===== config.mk =====
export PLATFORM = sky130hd
export DESIGN_NAME = base64_stream_decoder
export DESIGN_NICKNAME = d
export VERILOG_FILES = /design/src/sv/b64d_pkg.sv /design/src/sv/b64d_front.sv /design/src/sv/b64d_queue.sv /design/src/sv/b64d_back.sv /design/src/sv/base64_stream_decoder.sv
export SDC_FILE = /design/constraint.sdc
export NUM_CORES = 1
export LEC_CHECK = 0
export BUFFER_PORTS_ARGS = -buffer_cell sky130_fd_sc_hd__buf_2
export CAP_MARGIN = 40
export CORE_MARGIN = 2
export CORE_UTILIZATION = 35
export CTS_CLUSTER_DIAMETER = 30
export DETAILED_ROUTE_END_ITERATION = 6
export HOLD_SLACK_MARGIN = 0.05
export PLACE_DENSITY_LB_ADDON = 0.12
export SLEW_MARGIN = 20
export SYNTH_ARGS = -nofsm -noshare
export SYNTH_HDL_FRONTEND = slang
export SYNTH_SLANG_ARGS = --single-unit

===== constraint.sdc =====
create_clock -name i_clk -period 4.51 [get_ports i_clk]
set_input_delay 1.353 -clock i_clk [delete_from_list [all_inputs] [get_ports i_clk]]
set_output_delay 1.353 -clock i_clk [all_outputs]
set_load 0.02 [all_outputs]

===== src/sv/b64d_pkg.sv =====
// Shared types, constants and the character classifier for the base64 stream decoder.
`timescale 1ns / 1ps
`default_nettype none

package b64d_pkg;

    // Width of the expected size register
    localparam int unsigned SIZE_W = 24;

    // Depth of the queue between front and back; a power of two
    localparam int unsigned QDEPTH = 2;
    localparam int unsigned QPTR_W = $clog2(QDEPTH);
    localparam int unsigned QCNT_W = $clog2(QDEPTH + 1);

    // ASCII codes used by the classifier
    localparam logic [7:0] CH_UPPER_A = 8'h41;
    localparam logic [7:0] CH_UPPER_Z = 8'h5A;
    localparam logic [7:0] CH_LOWER_A = 8'h61;
    localparam logic [7:0] CH_LOWER_Z = 8'h7A;
    localparam logic [7:0] CH_DIGIT_0 = 8'h30;
    localparam logic [7:0] CH_DIGIT_9 = 8'h39;
    localparam logic [7:0] CH_PLUS    = 8'h2B;
    localparam logic [7:0] CH_SLASH   = 8'h2F;
    localparam logic [7:0] CH_EQUALS  = 8'h3D;
    localparam logic [7:0] CH_CR      = 8'h0D;
    localparam logic [7:0] CH_LF      = 8'h0A;
    localparam logic [7:0] CH_SPACE   = 8'h20;
    localparam logic [7:0] CH_TAB     = 8'h09;

    // Symbol value offsets
    localparam logic [7:0] VAL_LOWER_BASE = 8'd26;
    localparam logic [7:0] VAL_DIGIT_BASE = 8'd52;
    localparam logic [5:0] VAL_PLUS       = 6'd62;
    localparam logic [5:0] VAL_SLASH      = 6'd63;

    // Character class decided by the front
    typedef enum logic [1:0] {
        CLS_SYM  = 2'd0,
        CLS_PAD  = 2'd1,
        CLS_SKIP = 2'd2,
        CLS_BAD  = 2'd3
    } t_cls;

    // Result kind
    typedef enum logic [1:0] {
        KIND_DATA     = 2'd0,
        KIND_DONE     = 2'd1,
        KIND_INVALID  = 2'd2,
        KIND_MISMATCH = 2'd3
    } t_kind;

    // One classified item in the queue
    typedef struct packed {
        t_cls       cls;
        logic [5:0] value;
        logic       last;
    } t_entry;

    // One result item
    typedef struct packed {
        logic [7:0] data_byte;
        t_kind      kind;
        logic       final_res;
    } t_result;

    // Map one character to its class and 6-bit symbol value
    function automatic t_entry classify(input logic [7:0] c, input logic last);
        t_entry e;
        e.cls   = CLS_BAD;
        e.value = 6'd0;
        e.last  = last;
        if (c >= CH_UPPER_A && c <= CH_UPPER_Z) begin
            e.cls   = CLS_SYM;
            e.value = 6'(c - CH_UPPER_A);
        end else if (c >= CH_LOWER_A && c <= CH_LOWER_Z) begin
            e.cls   = CLS_SYM;
            e.value = 6'(c - CH_LOWER_A + VAL_LOWER_BASE);
        end else if (c >= CH_DIGIT_0 && c <= CH_DIGIT_9) begin
            e.cls   = CLS_SYM;
            e.value = 6'(c - CH_DIGIT_0 + VAL_DIGIT_BASE);
        end else if (c == CH_PLUS) begin
            e.cls   = CLS_SYM;
            e.value = VAL_PLUS;
        end else if (c == CH_SLASH) begin
            e.cls   = CLS_SYM;
            e.value = VAL_SLASH;
        end else if (c == CH_EQUALS) begin
            e.cls   = CLS_PAD;
        end else if (c == CH_CR || c == CH_LF || c == CH_SPACE || c == CH_TAB) begin
            e.cls   = CLS_SKIP;
        end
        return e;
    endfunction

endpackage

`default_nettype wire


===== src/sv/b64d_front.sv =====
// Front end: accepts characters and classifies them into queue entries.
`timescale 1ns / 1ps
`default_nettype none

module b64d_front
    import b64d_pkg::*;
(
    input  wire logic       i_valid,
    output logic            o_ready,
    input  wire logic [7:0] i_char,
    input  wire logic       i_last,
    input  wire logic       i_q_full,
    output logic            o_push,
    output t_entry          o_entry
);

    // Accept whenever the queue has room
    assign o_ready = !i_q_full;
    assign o_push  = i_valid && !i_q_full;

    // Classify the character
    always_comb begin
        o_entry = classify(i_char, i_last);
    end

endmodule

`default_nettype wire


===== src/sv/b64d_queue.sv =====
// Short queue of classified items between front and back.
`timescale 1ns / 1ps
`default_nettype none

module b64d_queue
    import b64d_pkg::*;
(
    input  wire logic   i_clk,
    input  wire logic   i_rst_n,
    input  wire logic   i_push,
    input  wire t_entry i_entry,
    output logic        o_full,
    input  wire logic   i_pop,
    output logic        o_valid,
    output t_entry      o_head
);

    t_entry              r_mem [QDEPTH];
    logic [QPTR_W-1:0]   r_wr_ptr;
    logic [QPTR_W-1:0]   r_rd_ptr;
    logic [QCNT_W-1:0]   r_count;
    logic                do_pop;

    assign o_full  = (r_count == QCNT_W'(QDEPTH));
    assign o_valid = (r_count != '0);
    assign o_head  = r_mem[r_rd_ptr];
    assign do_pop  = i_pop && o_valid;

    // Store entries
    always_ff @(posedge i_clk) begin
        if (i_push) begin
            r_mem[r_wr_ptr] <= i_entry;
        end
    end

    // Advance pointers and track fill
    always_ff @(posedge i_clk) begin
        if (!i_rst_n) begin
            r_wr_ptr <= '0;
            r_rd_ptr <= '0;
            r_count  <= '0;
        end else begin
            if (i_push) begin
                r_wr_ptr <= r_wr_ptr + 1'b1;
            end
            if (do_pop) begin
                r_rd_ptr <= r_rd_ptr + 1'b1;
            end
            if (i_push && !do_pop) begin
                r_count <= r_count + 1'b1;
            end else if (!i_push && do_pop) begin
                r_count <= r_count - 1'b1;
            end
        end
    end

endmodule

`default_nettype wire


===== src/sv/b64d_back.sv =====
// Back end: decoding state, byte assembly, final status and the output register.
`timescale 1ns / 1ps
`default_nettype none

module b64d_back
    import b64d_pkg::*;
#(
    parameter int unsigned COUNT_WIDTH = 24
) (
    input  wire logic              i_clk,
    input  wire logic              i_rst_n,
    input  wire logic              i_cfg_we,
    input  wire logic [SIZE_W-1:0] i_cfg_wdata,
    input  wire logic              i_q_valid,
    input  wire t_entry            i_q_head,
    output logic                   o_q_pop,
    output logic                   o_res_valid,
    input  wire logic              i_res_ready,
    output t_result                o_res
);

    localparam int unsigned CMP_W = (COUNT_WIDTH > SIZE_W) ? COUNT_WIDTH : SIZE_W;

    typedef enum logic [1:0] {
        MODE_ACTIVE  = 2'd0,
        MODE_STOPPED = 2'd1,
        MODE_ERROR   = 2'd2
    } t_mode;

    logic [SIZE_W-1:0]      r_expected;
    logic [11:0]            r_buf;
    logic [2:0]             r_bits;
    t_mode                  r_mode;
    logic [COUNT_WIDTH-1:0] r_count;
    logic                   r_ovalid;
    t_result                r_out;
    logic                   r_pend_valid;
    t_result                r_pend;

    logic [11:0]            n_buf;
    logic [2:0]             n_bits;
    t_mode                  n_mode;
    logic [COUNT_WIDTH-1:0] n_count;
    logic                   active;
    logic                   emit;
    logic                   bad;
    logic                   err_res;
    logic [7:0]             byte_val;
    t_kind                  fin_kind;
    logic                   any_res;
    logic                   two_res;
    t_result                first_res;
    t_result                fin_res;
    logic                   out_free;
    logic                   pop;

    // Hold the expected size
    always_ff @(posedge i_clk) begin
        if (!i_rst_n) begin
            r_expected <= '0;
        end else if (i_cfg_we) begin
            r_expected <= i_cfg_wdata;
        end
    end

    // Work out the effect of the head item
    always_comb begin
        active   = (r_mode == MODE_ACTIVE);
        emit     = 1'b0;
        bad      = active && (i_q_head.cls == CLS_BAD);
        err_res  = bad && !i_q_head.last;
        n_buf    = r_buf;
        n_bits   = r_bits;
        n_mode   = r_mode;
        n_count  = r_count;
        byte_val = 8'd0;
        if (active) begin
            unique case (i_q_head.cls)
                CLS_SYM: begin
                    n_buf = {r_buf[5:0], i_q_head.value};
                    if (r_bits >= 3'd2) begin
                        emit     = 1'b1;
                        n_bits   = r_bits - 3'd2;
                        byte_val = n_buf[n_bits +: 8];
                        if (r_count != '1) begin
                            n_count = r_count + 1'b1;
                        end
                    end else begin
                        n_bits = r_bits + 3'd6;
                    end
                end
                CLS_PAD:  n_mode = MODE_STOPPED;
                CLS_SKIP: n_mode = r_mode;
                CLS_BAD:  n_mode = MODE_ERROR;
                default:  n_mode = r_mode;
            endcase
        end

        // Final status precedence: error, then count mismatch, then done
        if (n_mode == MODE_ERROR) begin
            fin_kind = KIND_INVALID;
        end else if (CMP_W'(n_count) != CMP_W'(r_expected)) begin
            fin_kind = KIND_MISMATCH;
        end else begin
            fin_kind = KIND_DONE;
        end
        fin_res = '{data_byte: 8'd0, kind: fin_kind, final_res: 1'b1};

        priority if (emit) begin
            first_res = '{data_byte: byte_val, kind: KIND_DATA, final_res: 1'b0};
        end else if (err_res) begin
            first_res = '{data_byte: 8'd0, kind: KIND_INVALID, final_res: 1'b0};
        end else begin
            first_res = fin_res;
        end

        any_res = emit || err_res || i_q_head.last;
        two_res = (emit || err_res) && i_q_head.last;
    end

    // Pop when nothing is pending and the result can land
    assign out_free = !r_ovalid || i_res_ready;
    assign pop      = i_q_valid && !r_pend_valid && (out_free || !any_res);
    assign o_q_pop  = pop;

    // Update decoding state; clear it after the last character
    always_ff @(posedge i_clk) begin
        if (!i_rst_n) begin
            r_buf   <= '0;
            r_bits  <= '0;
            r_mode  <= MODE_ACTIVE;
            r_count <= '0;
        end else if (pop) begin
            if (i_q_head.last) begin
                r_buf   <= '0;
                r_bits  <= '0;
                r_mode  <= MODE_ACTIVE;
                r_count <= '0;
            end else begin
                r_buf   <= n_buf;
                r_bits  <= n_bits;
                r_mode  <= n_mode;
                r_count <= n_count;
            end
        end
    end

    // Output register and the pending second result
    always_ff @(posedge i_clk) begin
        if (!i_rst_n) begin
            r_ovalid     <= 1'b0;
            r_pend_valid <= 1'b0;
        end else begin
            if (r_pend_valid && out_free) begin
                r_ovalid     <= 1'b1;
                r_pend_valid <= 1'b0;
            end else if (pop && any_res) begin
                r_ovalid     <= 1'b1;
                r_pend_valid <= two_res;
            end else if (out_free) begin
                r_ovalid     <= 1'b0;
            end
        end
    end

    // Result payloads
    always_ff @(posedge i_clk) begin
        if (r_pend_valid && out_free) begin
            r_out <= r_pend;
        end else if (pop && any_res) begin
            r_out <= first_res;
        end
        if (pop && two_res) begin
            r_pend <= fin_res;
        end
    end

    assign o_res_valid = r_ovalid;
    assign o_res       = r_out;

endmodule

`default_nettype wire


===== src/sv/base64_stream_decoder.sv =====
// Top level of the base64 stream decoder.
// Usage:
//   Slave channel: one ASCII character per item in s_tdata, s_tlast on the
//   last character of an encoded string. The master channel carries decoded
//   bytes (tuser kind 0) and one final status per string (tlast high, kind
//   1 done, 2 invalid character, 3 byte count mismatch).
//   The expected byte count is written through i_cfg_we/i_cfg_wdata while idle.
// Timing:
//   A front classifier pushes each character into a two-entry queue; the back
//   end pops one entry per cycle while nothing is pending and any result can
//   land, updates the bit buffer and fills a one-item output register plus one
//   pending slot. A result is registered as its entry is popped. One character
//   is taken per cycle while the queue has room; a character yielding a byte
//   and the final status parks the status in the pending slot, blocking pops.
// Reset and stall:
//   Synchronous reset clears the queue, the decoding state, the expected size
//   and the output valid. When the receiver stalls, results hold, the queue
//   fills and o_s_tready falls once both entries are occupied.
`timescale 1ns / 1ps
`default_nettype none

module base64_stream_decoder
    import b64d_pkg::*;
#(
    parameter int unsigned COUNT_WIDTH = 24
) (
    input  wire logic              i_clk,
    input  wire logic              i_rst_n,
    input  wire logic              i_cfg_we,
    input  wire logic [SIZE_W-1:0] i_cfg_wdata,   // expected_size
    input  wire logic              i_s_tvalid,
    output logic                   o_s_tready,
    input  wire logic [7:0]        i_s_tdata,     // [7:0] character
    input  wire logic              i_s_tlast,     // end_of_string
    output logic                   o_m_tvalid,
    input  wire logic              i_m_tready,
    output logic [7:0]             o_m_tdata,     // [7:0] data_byte
    output logic [1:0]             o_m_tuser,     // [1:0] kind
    output logic                   o_m_tlast      // final_res
);

    logic    q_full;
    logic    q_push;
    t_entry  q_in;
    logic    q_pop;
    logic    q_valid;
    t_entry  q_head;
    logic    res_valid;
    t_result res;

    b64d_front u_front (
        .i_valid  (i_s_tvalid),
        .o_ready  (o_s_tready),
        .i_char   (i_s_tdata),
        .i_last   (i_s_tlast),
        .i_q_full (q_full),
        .o_push   (q_push),
        .o_entry  (q_in)
    );

    b64d_queue u_queue (
        .i_clk   (i_clk),
        .i_rst_n (i_rst_n),
        .i_push  (q_push),
        .i_entry (q_in),
        .o_full  (q_full),
        .i_pop   (q_pop),
        .o_valid (q_valid),
        .o_head  (q_head)
    );

    b64d_back #(
        .COUNT_WIDTH (COUNT_WIDTH)
    ) u_back (
        .i_clk       (i_clk),
        .i_rst_n     (i_rst_n),
        .i_cfg_we    (i_cfg_we),
        .i_cfg_wdata (i_cfg_wdata),
        .i_q_valid   (q_valid),
        .i_q_head    (q_head),
        .o_q_pop     (q_pop),
        .o_res_valid (res_valid),
        .i_res_ready (i_m_tready),
        .o_res       (res)
    );

    // Drive the master channel from the result register
    assign o_m_tvalid = res_valid;
    assign o_m_tdata  = res.data_byte;
    assign o_m_tuser  = res.kind;
    assign o_m_tlast  = res.final_res;

endmodule

`default_nettype wire


==> flow_summary_export.csv <==
group,metric,value,unit
critical_path,r2r_setup_slack,680,ps
cts,cts_buffer_depth,2,
critical_path,cp_max_fo,11,
cts,cts_root_buf,"clkbuf_16",
drt,via_count,4764,
hold_path,min_path_cells,2,
critical_path,start_kind,"register",
critical_path,crit_type,"reg2reg",
grt,grt_usage,17.4,%
grt,antenna_found_initial,0,
floorplanning,core_area,16000,sq um
cts,cts_resized,0,
pwr,cellLeakagePower,2.46,nW
place,place_hpwl,10.8,mm
sta,min_period,3830,ps
sta,hold_violations,0,
cts,ctsHoldBuffers,0,
sta,slew_headroom,44.6,%
yosys,synth_area_per_cell,9.14,sq um
pwr,p_sw,952,uW
cts,clkLatencyLatePin,350,ps
pwr,pwr_density_cell,421,nW/um^2
grt,grt_max_degree,34,
grt,grt_pass1_wl,24.2,mm
critical_path,r2r_cells,10,
drt,drc_errors,0,
cts,htreeDepth,3,
layout,stdcell_area,6530,sq um
floorplanning,fp.dieArea,17500,sq um
critical_path,r2r_start,"u_back.r_bits[1]$_SDFFE_PN0P_",
pwr,clkPwrFrac,29.2,%
grt,grt_overflow,0,
yosys,syn_inst,630,
layout,areaGrowthSynthToFinish,13.4,%
critical_path,critPathArrivalTime,3930,ps
yosys,synth-seq-cells,96,
drt,wl_per_cell,17.1,um
layout,mostFrequentLayoutCells,"nor2_1, dfxtp_1, buf_2",
drt,vias_per_cell,5.38,
yosys,yosysTopAreaCell,"dfxtp_1",
run_status,status,"finished clean",
floorplanning,rows,46,
sta,fin_crit_sh,84.8,%
cts,clk_transition_reported_paths,60,ps
yosys,yosysSeqAreaShare,38.8,%
hold_path,hp-class,"reg2reg",
sta,worst-slew-pin-transition,831,ps
drt,drt_iter0_markers,431,
sta,fin_ws,684,ps
cts,clock-sinks,96,
sta,tns,0,ps
yosys,synth.distinct_cells,74,
layout,num_antenna_cells,0,
pwr,peakVddDrop,0.000222,V
hold_path,hold_end,"u_back.r_bits[2]$_SDFFE_PN0P_",
place,dpl_cell_area,6210,sq um
cts,numCtsBuffers,9,
critical_path,end_kind,"register",
place,place_ws,707,ps
pwr,comb_power_share,31.2,%
drt,drtPass1Iterations,5,
yosys,synth_top_area_share,22.6,%
pwr,swShare,34.6,%
flow_run,maxCapViolations,0,
place,port_buffers,50,
yosys,synth_nets,681,
floorplanning,die_w,132,um
yosys,yosysWarnings,0,
layout,final_common_cell,"nor2_1",
layout,drive_above_1_share,17.0,%
sta,slew_viol_final,0,
sta,rsz0062_at_grt,"no",
layout,nets,716,
sta,timing.fmax,261,MHz
yosys,synthArstFlopShare,0,%
pwr,internal-power,1.80,mW
grt,first_global_vias,4404,
critical_path,required,4610,ps
yosys,synth_edf_count,31,
drt,routed_wl,15.1,mm
cts,cts_tree,"yes",
floorplanning,io_pins,51,
yosys,syn-cell-area,5760,sq um
pwr,seqPwrFrac,39.6,%
drt,ant_nets,0,
critical_path,r2r_end,"u_back.o_res[2]$_DFFE_PP_",
floorplanning,die_y,132,um
layout,final_util,40.8,%
sta,worst_clock_skew,7.29,ps
place,place_congestion,0.870,
hold_path,hp-start,"u_back.r_bits[2]$_SDFFE_PN0P_",
sta,setup_viol,0,
yosys,synth_ff_type,"dfxtp_1",
cts,post_cts_buffers,0,
yosys,synth.area.top_cells,"dfxtp_1, edfxtp_1, mux2i_1",
floorplanning,start_util,36.0,%
pwr,power,2.75,mW
-- flip-flops by register name, indices dropped and copies added (netlist names), 2 cells and up, named ones only --
signal             flops
u_back.r_expected     24
u_back.r_bits          2
u_back.r_mode          2
u_queue.r_count        2
u_queue.r_mem         18
u_back.r_count        24
u_back.o_res          11
u_back.r_buf           6
u_back.r_pend          2
-- per-stage QoR --
stage,hold WS [ps],cells
after floorplan,455,630
after global placement,468,866
after detailed placement,477,869
after CTS,493,885
after global routing,521,886
final,488,886
-- area by class of cell --
type | count | area (sq um)
Sequential cell | 96 | 2230
Clock buffer | 14 | 274
Fill cell | 1649 | 9470
Clock inverter | 2 | 38.8
Multi-Input combinational cell | 478 | 3270
Timing Repair Buffer | 65 | 393
Tap cell | 216 | 270
Inverter | 15 | 56.3
-- cells by family (layout without fill, tap and decap cells) --
family / Yosys count / after routing / share of synthesized area (%)
adders and majority gates: 13 / 13 / 2.82
buffers and inverters: 56 / 96 / 4.50
AOI/OAI and AO/OA: 144 / 144 / 17.4
DFF: 96 / 96 / 38.8
xor gates and xnor gates: 42 / 42 / 6.39
and+or+nand+nor: 232 / 232 / 21.2
muxes: 47 / 47 / 8.93
-- synthesized netlist by cell type (8+ instances only) --
cell type	count
a211oi_1	13
a21oi_1	49
a31oi_1	9
and3_1	12
buf_2	9
clkbuf_1	22
dfxtp_1	65
edfxtp_1	31
ha_1	13
inv_1	14
mux2_2	9
mux2i_1	34
nand2_1	36
nand3_1	10
nand4_1	12
nor2_1	77
nor2b_1	12
nor3_1	11
nor4_1	10
o21ai_0	25
or3_1	8
xnor2_1	26
xor2_1	16
-- routing by layer --
layer | vias up | routed length (um) | track usage, %
li1 | 2399 | - | -
met1 | 2245 | 7880 | 26.8
met2 | 106 | 6460 | 24.9
met3 | 14 | 615 | 2.35
met4 | 0 | 195 | 5.56
met5 | - | 0 | 0
-- power by group through the flow --
stage | Sequential, mW | Clock, mW | Combinational [mW]
4_1_cts | 1.09 | 0.825 | 0.854
5_1_grt | 1.10 | 0.859 | 0.934
3_5_place_dp | 1.11 | 0 | 0.846
6_report | 1.09 | 0.803 | 0.859
2_1_floorplan | 1.13 | 0 | 0.539
3_3_place_gp | 1.10 | 0 | 0.844
-- worst max path at each step --
stage	from	endpoint	slack [ps]	depth (start not counted)
2_1_floorplan	u_back.r_bits[1]$_SDFFE_PN0P_	u_back.o_res[2]$_DFFE_PP_	1070	12
3_3_place_gp	u_back.r_bits[1]$_SDFFE_PN0P_	u_back.o_res[2]$_DFFE_PP_	730	10
3_5_place_dp	u_back.r_bits[1]$_SDFFE_PN0P_	u_back.o_res[2]$_DFFE_PP_	710	10
4_1_cts	u_back.r_bits[1]$_SDFFE_PN0P_	u_back.o_res[2]$_DFFE_PP_	700	10
5_1_grt	u_back.r_bits[1]$_SDFFE_PN0P_	u_back.o_res[2]$_DFFE_PP_	430	10
6_report	u_back.r_bits[1]$_SDFFE_PN0P_	u_back.o_res[2]$_DFFE_PP_	680	10
-- worst max-delay path, cell delays in order (launching register included) --
cell and delay, ps:
dfxtp_1 490, inv_2 170, ha_1 280, nor3_1 240
and3_1 460, nand4b_2 220, or2_1 290, a2111oi_0 440
nand4_1 200, or4_4 560, a32o_1 230
Note: power is estimated with default switching activity, not from simulation.
